===== src/rtl/jsu_pkg.sv =====
// Shared types and constants for the JSON string unescaper.
package jsu_pkg;

	localparam int unsigned JSU_QDEPTH = 4;
	localparam int unsigned CP_W = 21;

	typedef enum logic [2:0] {
		ST_BUSY      = 3'd0,
		ST_DONE      = 3'd1,
		ST_NO_CLOSE  = 3'd2,
		ST_BAD_ESC   = 3'd3,
		ST_CTRL      = 3'd4,
		ST_BAD_HEX   = 3'd5,
		ST_BAD_SURR  = 3'd6,
		ST_NO_OPEN   = 3'd7
	} status_t;

	// One decoded item: a code point to encode (when has is set) and a status.
	// raw marks a plain string byte that goes out as is, without UTF-8 encoding.
	typedef struct packed {
		logic [CP_W-1:0] cp;
		logic            raw;
		logic            has;
		status_t         status;
	} job_t;

	typedef struct packed {
		logic full;
		logic empty;
	} q_stat_t;

endpackage


===== src/rtl/jsu_front.sv =====
// Front end: escape state machine, turns each input byte into one job.
module jsu_front (
	input  logic          clk,
	input  logic          arst_n,
	input  logic          in_valid,
	input  logic [7:0]    in_byte,
	input  logic          in_end,
	input  logic          q_ready,
	output logic          q_push,
	output jsu_pkg::job_t q_job
);
	import jsu_pkg::*;

	typedef enum logic [6:0] {
		M_IDLE = 7'b0000001,
		M_STR  = 7'b0000010,
		M_ESC  = 7'b0000100,
		M_HEX1 = 7'b0001000,
		M_SBS  = 7'b0010000,
		M_SU   = 7'b0100000,
		M_HEX2 = 7'b1000000
	} mode_t;

	localparam logic [7:0] CH_QUOTE = 8'h22;
	localparam logic [7:0] CH_BSLASH = 8'h5C;
	localparam logic [7:0] CH_SLASH = 8'h2F;
	localparam logic [7:0] CH_B = 8'h62;
	localparam logic [7:0] CH_F = 8'h66;
	localparam logic [7:0] CH_N = 8'h6E;
	localparam logic [7:0] CH_R = 8'h72;
	localparam logic [7:0] CH_T = 8'h74;
	localparam logic [7:0] CH_U = 8'h75;
	localparam logic [7:0] CH_SPACE = 8'h20;
	localparam logic [5:0] HI_SURR_TAG = 6'b110110;
	localparam logic [5:0] LO_SURR_TAG = 6'b110111;
	localparam logic [CP_W-1:0] SUPP_BASE = 21'h10000;

	mode_t       mode_q, mode_d;
	logic [1:0]  cnt_q, cnt_d;
	logic [15:0] acc_q, acc_d;
	logic [9:0]  hs_q, hs_d;
	logic [4:0]  hex;
	logic [15:0] acc_nxt;
	status_t     st;
	logic        emit;
	logic        raw;
	logic [CP_W-1:0] cp;

	// {ok, value}
	function automatic logic [4:0] hex_digit(input logic [7:0] c);
		logic [4:0] r;
		r = '0;
		if (c >= 8'h30 && c <= 8'h39) begin
			r = {1'b1, c[3:0]};
		end else if ((c >= 8'h41 && c <= 8'h46) || (c >= 8'h61 && c <= 8'h66)) begin
			r = {1'b1, c[3:0] + 4'd9};
		end
		return r;
	endfunction

	assign hex = hex_digit(in_byte);
	assign acc_nxt = {acc_q[11:0], hex[3:0]};

	always_comb begin
		mode_d = mode_q;
		cnt_d  = cnt_q;
		acc_d  = acc_q;
		hs_d   = hs_q;
		st     = ST_BUSY;
		emit   = 1'b0;
		raw    = 1'b0;
		cp     = '0;
		unique case (mode_q)
			M_IDLE: begin
				if (!in_end && in_byte == CH_QUOTE) mode_d = M_STR;
				else st = ST_NO_OPEN;
			end
			M_STR: begin
				if (in_end) st = ST_NO_CLOSE;
				else if (in_byte == CH_QUOTE) st = ST_DONE;
				else if (in_byte == CH_BSLASH) mode_d = M_ESC;
				else if (in_byte < CH_SPACE) st = ST_CTRL;
				else begin
					emit = 1'b1;
					raw  = 1'b1;
					cp = {{(CP_W-8){1'b0}}, in_byte};
				end
			end
			M_ESC: begin
				mode_d = M_STR;
				if (in_end) begin
					st = ST_BAD_ESC;
				end else begin
					emit = 1'b1;
					unique case (in_byte)
						CH_QUOTE, CH_BSLASH, CH_SLASH: cp = {{(CP_W-8){1'b0}}, in_byte};
						CH_B: cp = 21'h08;
						CH_F: cp = 21'h0C;
						CH_N: cp = 21'h0A;
						CH_R: cp = 21'h0D;
						CH_T: cp = 21'h09;
						CH_U: begin
							emit   = 1'b0;
							mode_d = M_HEX1;
							cnt_d  = '0;
							acc_d  = '0;
						end
						default: begin
							emit = 1'b0;
							st   = ST_BAD_ESC;
						end
					endcase
				end
			end
			M_HEX1, M_HEX2: begin
				if (in_end || !hex[4]) begin
					st = ST_BAD_HEX;
				end else begin
					acc_d = acc_nxt;
					if (cnt_q != 2'd3) begin
						cnt_d = cnt_q + 2'd1;
					end else begin
						cnt_d = '0;
						if (mode_q == M_HEX1) begin
							if (acc_nxt[15:10] == HI_SURR_TAG) begin
								hs_d   = acc_nxt[9:0];
								mode_d = M_SBS;
							end else begin
								emit   = 1'b1;
								cp     = {{(CP_W-16){1'b0}}, acc_nxt};
								mode_d = M_STR;
							end
						end else if (acc_nxt[15:10] != LO_SURR_TAG) begin
							st = ST_BAD_SURR;
						end else begin
							emit   = 1'b1;
							cp     = {1'b0, hs_q, acc_nxt[9:0]} + SUPP_BASE;
							mode_d = M_STR;
						end
					end
				end
			end
			M_SBS: begin
				if (in_end || in_byte != CH_BSLASH) st = ST_BAD_SURR;
				else mode_d = M_SU;
			end
			M_SU: begin
				if (in_end || in_byte != CH_U) begin
					st = ST_BAD_SURR;
				end else begin
					mode_d = M_HEX2;
					cnt_d  = '0;
					acc_d  = '0;
				end
			end
			default: begin
				mode_d = M_IDLE;
				st     = ST_NO_OPEN;
			end
		endcase
		if (st != ST_BUSY) begin
			mode_d = M_IDLE;
			cnt_d  = '0;
		end
	end

	assign q_push = in_valid && q_ready;
	assign q_job  = '{cp: cp, raw: raw, has: emit, status: st};

	always_ff @(posedge clk or negedge arst_n) begin
		if (!arst_n) begin
			mode_q <= M_IDLE;
			cnt_q  <= '0;
			acc_q  <= '0;
			hs_q   <= '0;
		end else if (q_push) begin
			mode_q <= mode_d;
			cnt_q  <= cnt_d;
			acc_q  <= acc_d;
			hs_q   <= hs_d;
		end
	end

	// any ending status sends the machine back to wait for a quote
	a_end_to_idle: assert property (@(posedge clk) disable iff (!arst_n)
		q_push && q_job.status != ST_BUSY |=> mode_q == M_IDLE && cnt_q == 2'd0)
		else $error("front not idle after ending status");
	a_emit_busy: assert property (@(posedge clk) disable iff (!arst_n)
		q_push && q_job.has |-> q_job.status == ST_BUSY)
		else $error("byte job with ending status");
	a_pair_range: assert property (@(posedge clk) disable iff (!arst_n)
		q_push && q_job.has |-> q_job.cp <= 21'h10FFFF)
		else $error("code point out of range");
endmodule


===== src/rtl/jsu_queue.sv =====
// Small job FIFO between the front end and the UTF-8 encoder.
module jsu_queue #(
	parameter int unsigned DEPTH = jsu_pkg::JSU_QDEPTH
) (
	input  logic             clk,
	input  logic             arst_n,
	input  logic             push,
	input  jsu_pkg::job_t    push_job,
	input  logic             pop,
	output jsu_pkg::job_t    head,
	output jsu_pkg::q_stat_t stat
);
	import jsu_pkg::*;

	localparam int unsigned PW = (DEPTH > 1) ? $clog2(DEPTH) : 1;
	localparam int unsigned CW = $clog2(DEPTH + 1);
	localparam logic [PW-1:0] LAST_PTR = PW'(DEPTH - 1);

	job_t          mem_q [DEPTH];
	logic [PW-1:0] wr_q, rd_q;
	logic [CW-1:0] cnt_q;

	assign stat.full  = (cnt_q == CW'(DEPTH));
	assign stat.empty = (cnt_q == '0);
	assign head = mem_q[rd_q];

	always_ff @(posedge clk) begin
		if (push) mem_q[wr_q] <= push_job;
	end

	always_ff @(posedge clk or negedge arst_n) begin
		if (!arst_n) begin
			wr_q  <= '0;
			rd_q  <= '0;
			cnt_q <= '0;
		end else begin
			if (push) wr_q <= (wr_q == LAST_PTR) ? '0 : wr_q + 1'b1;
			if (pop) rd_q <= (rd_q == LAST_PTR) ? '0 : rd_q + 1'b1;
			if (push && !pop) cnt_q <= cnt_q + 1'b1;
			else if (pop && !push) cnt_q <= cnt_q - 1'b1;
		end
	end

	a_no_overflow: assert property (@(posedge clk) disable iff (!arst_n)
		push |-> !stat.full)
		else $error("push into full queue");
	a_no_underflow: assert property (@(posedge clk) disable iff (!arst_n)
		pop |-> !stat.empty)
		else $error("pop from empty queue");
	a_count_bound: assert property (@(posedge clk) disable iff (!arst_n)
		cnt_q <= CW'(DEPTH))
		else $error("queue count past depth");
endmodule


===== src/rtl/jsu_back.sv =====
// Back end: encodes each job into one to four result items behind an output register.
module jsu_back (
	input  logic             clk,
	input  logic             arst_n,
	input  jsu_pkg::job_t    head,
	input  jsu_pkg::q_stat_t q_stat,
	output logic             pop,
	output logic             out_valid,
	input  logic             out_ready,
	output logic [7:0]       out_byte,
	output logic             out_has,
	output jsu_pkg::status_t out_status,
	output logic             out_last
);
	import jsu_pkg::*;

	logic       valid_q;
	logic [7:0] byte_q;
	logic       has_q;
	status_t    status_q;
	logic       last_q;
	logic [1:0] idx_q;
	logic [1:0] last_idx;
	logic [7:0] enc [4];
	logic       load;
	logic       is_last;

	always_comb begin
		priority if (!head.has || head.raw) last_idx = 2'd0;
		else if (head.cp[CP_W-1:7] == '0) last_idx = 2'd0;
		else if (head.cp[CP_W-1:11] == '0) last_idx = 2'd1;
		else if (head.cp[CP_W-1:16] == '0) last_idx = 2'd2;
		else last_idx = 2'd3;
	end

	always_comb begin
		enc[0] = '0;
		enc[1] = '0;
		enc[2] = '0;
		enc[3] = '0;
		unique case (last_idx)
			2'd0: enc[0] = head.has ? head.cp[7:0] : 8'h00;
			2'd1: begin
				enc[0] = {3'b110, head.cp[10:6]};
				enc[1] = {2'b10, head.cp[5:0]};
			end
			2'd2: begin
				enc[0] = {4'b1110, head.cp[15:12]};
				enc[1] = {2'b10, head.cp[11:6]};
				enc[2] = {2'b10, head.cp[5:0]};
			end
			2'd3: begin
				enc[0] = {5'b11110, head.cp[20:18]};
				enc[1] = {2'b10, head.cp[17:12]};
				enc[2] = {2'b10, head.cp[11:6]};
				enc[3] = {2'b10, head.cp[5:0]};
			end
			default: enc[0] = '0;
		endcase
	end

	assign load    = !valid_q || out_ready;
	assign is_last = (idx_q == last_idx);
	assign pop     = load && !q_stat.empty && is_last;

	always_ff @(posedge clk or negedge arst_n) begin
		if (!arst_n) begin
			valid_q <= 1'b0;
			idx_q   <= '0;
		end else if (load) begin
			valid_q <= !q_stat.empty;
			if (!q_stat.empty) idx_q <= is_last ? 2'd0 : idx_q + 2'd1;
		end
	end

	always_ff @(posedge clk) begin
		if (load && !q_stat.empty) begin
			byte_q   <= enc[idx_q];
			has_q    <= head.has;
			status_q <= head.has ? ST_BUSY : head.status;
			last_q   <= is_last;
		end
	end

	assign out_valid  = valid_q;
	assign out_byte   = byte_q;
	assign out_has    = has_q;
	assign out_status = status_q;
	assign out_last   = last_q;

	// mid-job index only while the job is still at the head
	a_idx_head: assert property (@(posedge clk) disable iff (!arst_n)
		idx_q != 2'd0 |-> !q_stat.empty)
		else $error("partial job without head");
	a_nobyte_last: assert property (@(posedge clk) disable iff (!arst_n)
		valid_q && !has_q |-> last_q)
		else $error("status item not last");
	a_byte_busy: assert property (@(posedge clk) disable iff (!arst_n)
		valid_q && has_q |-> status_q == ST_BUSY)
		else $error("byte item with ending status");
endmodule


===== src/rtl/json_string_unescape_utf8.sv =====
// Top level of the JSON string unescaper with UTF-8 output.
// Usage:
//   Input stream s_*: one text byte per item in s_tdata[7:0]; s_tlast=1 marks
//   the end of the text (the byte is then ignored). Start with the opening quote.
//   Output stream m_*: one result item per ready cycle. m_tdata[7:0] is the decoded
//   byte, m_tuser[0] says it is valid, m_tuser[3:1] is the status (0 busy,
//   1 done, 2..7 errors). m_tlast marks the final item caused by an input byte.
//   Each byte gives one item, the last digit of a \uXXXX one to three, of a pair four.
// Timing:
//   The front end decodes one byte per cycle into a job queue of QDEPTH entries
//   while s_tready is high; the encoder drains one result item per cycle into the
//   output register while m_tready is high. A byte is written to the queue, then
//   its first result to the output register. Sustained rate is one input byte per
//   cycle while each gives one item and m_tready is high; a byte that gives k items
//   holds the encoder until all are out. s_tready drops only when the job queue is full.
// Reset: arst_n clears the decoder to wait for an opening quote and empties
//   the queue and output register. When m_tready is low the output item holds
//   and the queue fills, then s_tready falls.
module json_string_unescape_utf8 #(
	parameter int unsigned QDEPTH = jsu_pkg::JSU_QDEPTH
) (
	input  logic       clk,
	input  logic       arst_n,
	input  logic       s_tvalid,
	output logic       s_tready,
	input  logic [7:0] s_tdata,   // [7:0] data_byte
	input  logic       s_tlast,   // text_end
	output logic       m_tvalid,
	input  logic       m_tready,
	output logic [7:0] m_tdata,   // [7:0] out_byte
	output logic [3:0] m_tuser,   // [0] has_byte, [3:1] status
	output logic       m_tlast    // last
);
	import jsu_pkg::*;

	job_t    push_job, head;
	q_stat_t q_stat;
	logic    push, pop;
	logic    out_has;
	status_t out_status;

	assign s_tready = !q_stat.full;

	jsu_front u_front (
		.clk      (clk),
		.arst_n   (arst_n),
		.in_valid (s_tvalid),
		.in_byte  (s_tdata),
		.in_end   (s_tlast),
		.q_ready  (s_tready),
		.q_push   (push),
		.q_job    (push_job)
	);

	jsu_queue #(.DEPTH(QDEPTH)) u_queue (
		.clk      (clk),
		.arst_n   (arst_n),
		.push     (push),
		.push_job (push_job),
		.pop      (pop),
		.head     (head),
		.stat     (q_stat)
	);

	jsu_back u_back (
		.clk        (clk),
		.arst_n     (arst_n),
		.head       (head),
		.q_stat     (q_stat),
		.pop        (pop),
		.out_valid  (m_tvalid),
		.out_ready  (m_tready),
		.out_byte   (m_tdata),
		.out_has    (out_has),
		.out_status (out_status),
		.out_last   (m_tlast)
	);

	assign m_tuser = {out_status, out_has};
endmodule


===== config.mk =====
export PLATFORM = sky130hd
export DESIGN_NAME = json_string_unescape_utf8
export DESIGN_NICKNAME = d
export VERILOG_FILES = /design/src/rtl/jsu_pkg.sv /design/src/rtl/jsu_front.sv /design/src/rtl/jsu_queue.sv /design/src/rtl/jsu_back.sv /design/src/rtl/json_string_unescape_utf8.sv
export SDC_FILE = /design/constraint.sdc
export NUM_CORES = 1
export LEC_CHECK = 0
export BUFFER_PORTS_ARGS = -buffer_cell sky130_fd_sc_hd__buf_2
export CORE_MARGIN = 3
export CORE_UTILIZATION = 25
export CTS_CLUSTER_DIAMETER = 30
export DETAILED_ROUTE_END_ITERATION = 8
export GPL_TIMING_DRIVEN = 0
export HOLD_SLACK_MARGIN = 0.12
export SLEW_MARGIN = 20
export SYNTH_ARGS = -nofsm -noshare
export SYNTH_HDL_FRONTEND = slang
export SYNTH_SLANG_ARGS = --single-unit
export TNS_END_PERCENT = 100

===== constraint.sdc =====
create_clock -name clk -period 3.3 [get_ports clk]
set_clock_uncertainty 0.2 [all_clocks]
set_input_delay 0.495 -clock clk [delete_from_list [all_inputs] [get_ports clk]]
set_output_delay 0.495 -clock clk [all_outputs]
set_load 0.005 [all_outputs]

; Yosys cells after proc, flatten, opt, wreduce, memory -nomap -nowiden
; Memories as Yosys holds them, arrays and structs flattened.
; Cells that the tools add are included.
[op_classes]
add_sub_neg = 8
order_cmp = 8
n_eq_ne = 43
mux = 87
bitwise = 4
reduce_logical = 41
[ops]
columns = operator, count
row1 = two-way mux 21 bit, 8
row2 = two-way mux 7 bit, 12
row3 = case mux 21 bit (3 select lines), 1
row4 = "equality test 8 x 7 -> 1 bit, second input constant", 7
row5 = two-way mux 12 bit, 4
row6 = case mux 8 bit (6 select lines), 1
row7 = two-way mux 3 bit, 14
row8 = case mux 7 bit (6 select lines), 1
row9 = two-way mux 8 bit, 5
row10 = case mux 12 bit (3 select lines), 1
row11 = case mux 8 bit (4 select lines), 1
row12 = two-way mux 2 bit, 13
row13 = case mux 8 bit (3 select lines), 1
row14 = "adder 20 x 17 -> 21 bit, second input constant", 1
row15 = case mux 3 bit (6 select lines), 1
row16 = AND reduction 6 bit, 3
row17 = binary-select mux 8 bit (select 2 bit), 1
row18 = "equality test 8 x 6 -> 1 bit, second input constant", 2
row19 = "greater-or-equal comparator 8 x 7 -> 1 bit, second input constant", 2
row20 = "<= comparator 8 x 7 -> 1 bit, second input constant", 2
row21 = two-way mux 16 bit, 1
row22 = "inequality test 8 x 7 -> 1 bit, second input constant", 2
row23 = case mux 8 bit (2 select lines), 1
row24 = two-way mux 1 bit, 15
row25 = 49 further kinds, 91
[totals]
register_bits = 54
mem_bits_rw = 104
input_bits = 13
output_inout_bits = 15
word_cells = 205
mem_count = 1
[memory_table]
columns = memory, depth, width, read_ports, rd_clocked_by_memory_dff, wr, line_no
row1 = u_queue.mem_q, 4, 26, 1, 0, 1, jsu_queue.sv:19  ; job_t mem_q [DEPTH];

; Longest topological paths before layout
[logic_depth]
ltp_word = 12
depth_mapped = 16

; Hierarchy
; Synthesis repeated with hierarchy kept, for this count alone.
[unflattened]
cells_unflattened = 607
area_unflattened_um2 = 7888.8
[by_module_without_submodules]
columns = mod, n_inst, cells_per_inst, area_each_um2
row1 = jsu_queue, 1, 173, 4217.8
row2 = jsu_front, 1, 283, 2367.3
row3 = jsu_back, 1, 149, 1292.5
row4 = json_string_unescape_utf8, 1, 2, 11.3

; Worst setup path before layout
; Ideal clock, no wire load.
[synth_timing]
kind = register to register
startpoint = reg u_queue.rd_q[0]
endpoint = reg u_queue.cnt_q[2]
t_arrival_ns = 3.264
required_time_ns = 3.021
path_slack_ns = -0.244
path_stages_with_launch = 15
n_path_buf = 2
synth_period_minus_slack_ns = 3.544
cell_sequence = dfrtp_1 > buf_6 > buf_6 > mux4_2 > or4_4 > nand3_2 > o21ai_1 > a211o_2 > nand2_4 > ha_1 > inv_1 > fa_1 > xor2_1 > nor2_1 > xor2_1
[synth_via]
elab_chain_len = 11
word_cells_on_any_way = 17
classes_between = eq/ne: 1 / mux: 5 / reduce/logical: 10 / memory: 1
[synth_rtl]
columns = element, line_no
row1 = start: declaration, jsu_queue.sv:20  ; logic [PW-1:0] wr_q, rd_q;
row2 = start signal: assignment, jsu_queue.sv:38  ; if (pop) rd_q <= (rd_q == LAST_PTR) ? '0 : rd_q + 1'b1;
row3 = memory (4 x 26 bit) *, n/a
row4 = zero test 5 bit, jsu_back.sv:32  ; else if (head.cp[CP_W-1:16] == '0) last_idx = 2'd2;
row5 = two-way mux 1 bit, jsu_back.sv:32
row6 = two-way mux 2 bit, jsu_back.sv:31  ; else if (head.cp[CP_W-1:11] == '0) last_idx = 2'd1;
row7 = two-way mux 2 bit, jsu_back.sv:30  ; else if (head.cp[CP_W-1:7] == '0) last_idx = 2'd0;
row8 = two-way mux 2 bit *, jsu_back.sv:29  ; priority if (!head.has || head.raw) last_idx = 2'd0;
row9 = equality test 2 bit *, jsu_back.sv:63  ; assign is_last = (idx_q == last_idx);
row10 = named net u_back.is_last, jsu_back.sv:26  ; logic is_last;
row11 = logical AND 1 bit *, jsu_back.sv:64  ; assign pop = load && !q_stat.empty && is_last;
row12 = zero test 1 bit, jsu_queue.sv:39  ; if (push && !pop) cnt_q <= cnt_q + 1'b1;
row13 = logical AND 1 bit, jsu_queue.sv:39
row14 = two-way mux 3 bit / nonzero test 2 bit (equally long branches), n/a
row15 = end signal: assignment, jsu_queue.sv:39
row16 = end signal: assignment, jsu_queue.sv:40  ; else if (pop && !push) cnt_q <= cnt_q - 1'b1;
row17 = end: declaration, jsu_queue.sv:21  ; logic [CW-1:0] cnt_q;
; Mark *: on every way through the listed nets, which the timed path passes. The rest lies on a longest branch.
; A chain may end at the register's enable or synchronous reset.

; Worst setup path in the final report
; Ends and elaborated chain as after synthesis.

==> results.ini <==
[drt]
wl_per_cell_um=17.1
dr.pass1.iters=6
routed_wl_um=18900
via_per_inst=4.90
drtIter0Drc=566
drc=0
drtAntennaViolNets=0
num_vias=5413

[power]
ir_drop_mv=0.394
power_mw=7.49
p_per_area_nw_per_um2=783
p_leak_nw=3.35

[clock_tree]
clockRootBuffer=clkbuf_16
h-tree-depth=4
cts_tree=yes
clk_latency_ns=0.42
cts-buffers-inserted=17
ctsLongestPathBuffers=2
clk_pin_slew_ns=0.06
cts.sinks=158

[cells_and_area]
final_cell_mix=117 x edfxtp_1, 69 x nand2_1, 40 x dfrtp_1
final_cell_area_um2=9560
diodes=0
num-fill-cells=3114
drive_above_1_share_pct=27.6
nNetsFinal=723
final_common_cell=edfxtp_1
area_growth_pct=21.9

[synth]
synthesis.area_um2=7840
ys_seq_area_share_pct=57.9
synth_edf_count=117
synthFlopType=edfxtp_1
yosysWarnings=0
synth.distinct_cells=78
synthCells=612
ys_ff_latch=158
synth-async-reset-ratio_pct=25.9
syn-num-nets=639
syn_area_per_cell_um2=12.8

[worst_setup_path]
cp_slowest_stage_delay_ns=0.57
worstPathRequired_ns=3.44
crit_path_frequent_cell=xor2_1
crit_slowest_cell=or4_4
cp-end-kind=flip-flop
cp_max_fo=8
crit_family=simple AND/OR/NAND/NOR gates
critical_path_class=flip-flop to flip-flop
critPathLaunchType=flip-flop
path_cells=buf_12 -> buf_6 -> mux4_2 -> or4_4 -> nand3_4 -> o21ai_2 -> a211o_2 -> nand2_4 -> ha_4 -> inv_2 -> fa_2 -> xor2_1 -> nor2_1 -> xor2_1
cp.arrival_ns=3.79
crit_buf_inv=3

[sta]
finalWorstSetupSlack_ns=-0.347
timing.final.crit_share_pct=111
rsz0062_at_grt=true
setup_tns_ns=-0.679
finalHoldViolations=0
final_period_minus_worst_setup_slack_ns=3.65
relSlewSlack_pct=38.5
worst_pin_slew_ns=0.914
drv_slew=0
setup_violations=2
clock.fmax_mhz=274
hold_ws_ns=0.174

[global_route]
antenna_found_initial=0
grt_overflow=0
track_usage_pct=11.4
grt_pass1_vias=5387
grt_pass1_wl_um=29800
grt_max_degree=42

[floorplanning]
io_pins=28
std_cell_rows=64
dieWidth_um=183
core_um2=30700
die_h_um=183
start_util_pct=25.5
dieArea_um2=33500

[placement]
port_buffers=26
gp_congestion=0.859
dp_hpwl_um=12700
post_dp_cell_area_um2=8530

[status]
violations=setup timing
status=finished with violations

[min_path]
hp-class=input pin to flip-flop

[job]
cap_violations=0

[flip-flops by register name (all words and copies together) (netlist names), 3 cells and up]
register           count
u_front.hs_q          10
u_front.acc_q         12
u_back.out_byte        8
u_back.out_status      3
u_queue.mem_q        104
u_queue.cnt_q          3
u_front.mode_q         7
[tightest hold or removal path: stages]
cell and delay, ns:
buf_2 0.08, inv_1 0.07, nand2_1 0.07, nand2_1 0.04
[per-layer routing]
layer / track usage (%) / wire length (um) / vias to the layer above
li1: - / - / 2535
met5: 0 / 0 / -
met4: 3.47 / 420 / 0
met1: 14.9 / 8440 / 2663
met3: 2.92 / 982 / 26
met2: 18.7 / 9040 / 189
[logic make-up (layout without fill, tap and decap cells)]
| logic type | count (synthesis) | count (layout) | share of synthesized area [%] |
|---|---|---|---|
| and+or+nand+nor | 209 | 209 | 14.1 |
| DFF | 158 | 158 | 57.9 |
| adders and majority gates | 14 | 14 | 2.33 |
| muxes | 42 | 42 | 9.87 |
| buffers and inverters | 49 | 146 | 2.89 |
| AOI/OAI and AO/OA | 132 | 132 | 12.0 |
| xor gates and xnor gates | 8 | 8 | 0.893 |
[stage by stage]
step | setup WS, ns | utilization [%] | instances
3_3_place_gp | -0.646 | 27.6 | 1034
2_1_floorplan | -0.175 | - | 612
3_5_place_dp | -0.548 | 27.7 | 1035
5_1_grt | -0.503 | 31.1 | 1105
4_1_cts | -0.352 | 30.6 | 1101
6_report | -0.347 | 31.1 | 1105
[where the power goes]
| group | internal (mW) | leakage, nW | switching (mW) | total (mW) |
|---|---|---|---|---|
| Clock | 1.13 | 0.283 | 0.810 | 1.94 |
| Combinational | 1.25 | 1.48 | 1.57 | 2.82 |
| Sequential | 2.61 | 1.59 | 0.122 | 2.73 |
[cell usage after synthesis (3+ instances only)]
cell type | count | share of area (%)
buf_2 | 7 | 0.45
and2_1 | 7 | 0.56
nand2b_1 | 3 | 0.24
xor2_1 | 3 | 0.34
xnor2_1 | 5 | 0.56
a22oi_1 | 10 | 0.96
a22o_1 | 10 | 1.1
a32o_1 | 3 | 0.38
nor2_1 | 39 | 1.9
edfxtp_1 | 117 | 45
nor3b_1 | 4 | 0.38
nor3_2 | 4 | 0.51
a21oi_1 | 20 | 1.3
nand2_1 | 70 | 3.3
o22ai_1 | 3 | 0.24
mux2_2 | 11 | 1.6
or3_1 | 4 | 0.32
mux4_2 | 26 | 7.5
a31oi_1 | 7 | 0.56
dfrtp_1 | 40 | 13
nor4_1 | 5 | 0.40
o211ai_1 | 4 | 0.38
a221o_1 | 4 | 0.51
a32oi_1 | 3 | 0.34
nor4b_1 | 3 | 0.34
nor3_1 | 13 | 0.83
buf_4 | 3 | 0.29
or4_1 | 4 | 0.38
nand3_1 | 14 | 0.89
ha_1 | 13 | 2.1
inv_1 | 14 | 0.67
mux2_4 | 3 | 0.57
clkbuf_1 | 20 | 0.96
a211oi_1 | 3 | 0.29
buf_6 | 3 | 0.43
nor2b_1 | 10 | 0.80
nand4b_1 | 3 | 0.34
o311a_1 | 3 | 0.38
o21ai_0 | 32 | 2.0
a311oi_1 | 3 | 0.34
and3_1 | 10 | 0.80
a21o_1 | 5 | 0.48
[cell type report]
type	instances	area, um^2	share of cell area, %
flip-flops and latches	158	4540	47.5
plain buffers	31	180	1.88
well taps	396	495	5.18
inverters	16	60.1	0.628
repair buffers	67	474	4.96
clock inverters	15	159	1.66
clock buffers	17	425	4.45
multi-input cells	405	3230	33.8
[timing repair]
item,4_1_cts,5_1_grt
pin swaps,14,14
hold buffers,1,0
endpoints found under the hold margin,40,0
endpoints found under the setup margin,14,87
gates cloned,0,0
resized for setup,13,25
setup buffers,34,9
[worst paths after layout]
kind,start,endpoint,slack (ns),cells past startpoint
worst max-delay path,u_queue.rd_q[0],u_queue.cnt_q[2],-0.35,14
worst min-delay path,m_tready,u_back.out_valid,0.17,4
worst max register to register,u_queue.rd_q[0],u_queue.cnt_q[2],-0.35,14
worst min register to register,u_queue.cnt_q[2],u_queue.cnt_q[2],0.31,1
max in group asynchronous,arst_n,u_front.hs_q[1],2.09,2
min in group asynchronous,arst_n,u_queue.cnt_q[2],0.42,2
No activity file was read; power rests on OpenSTA's default activity.
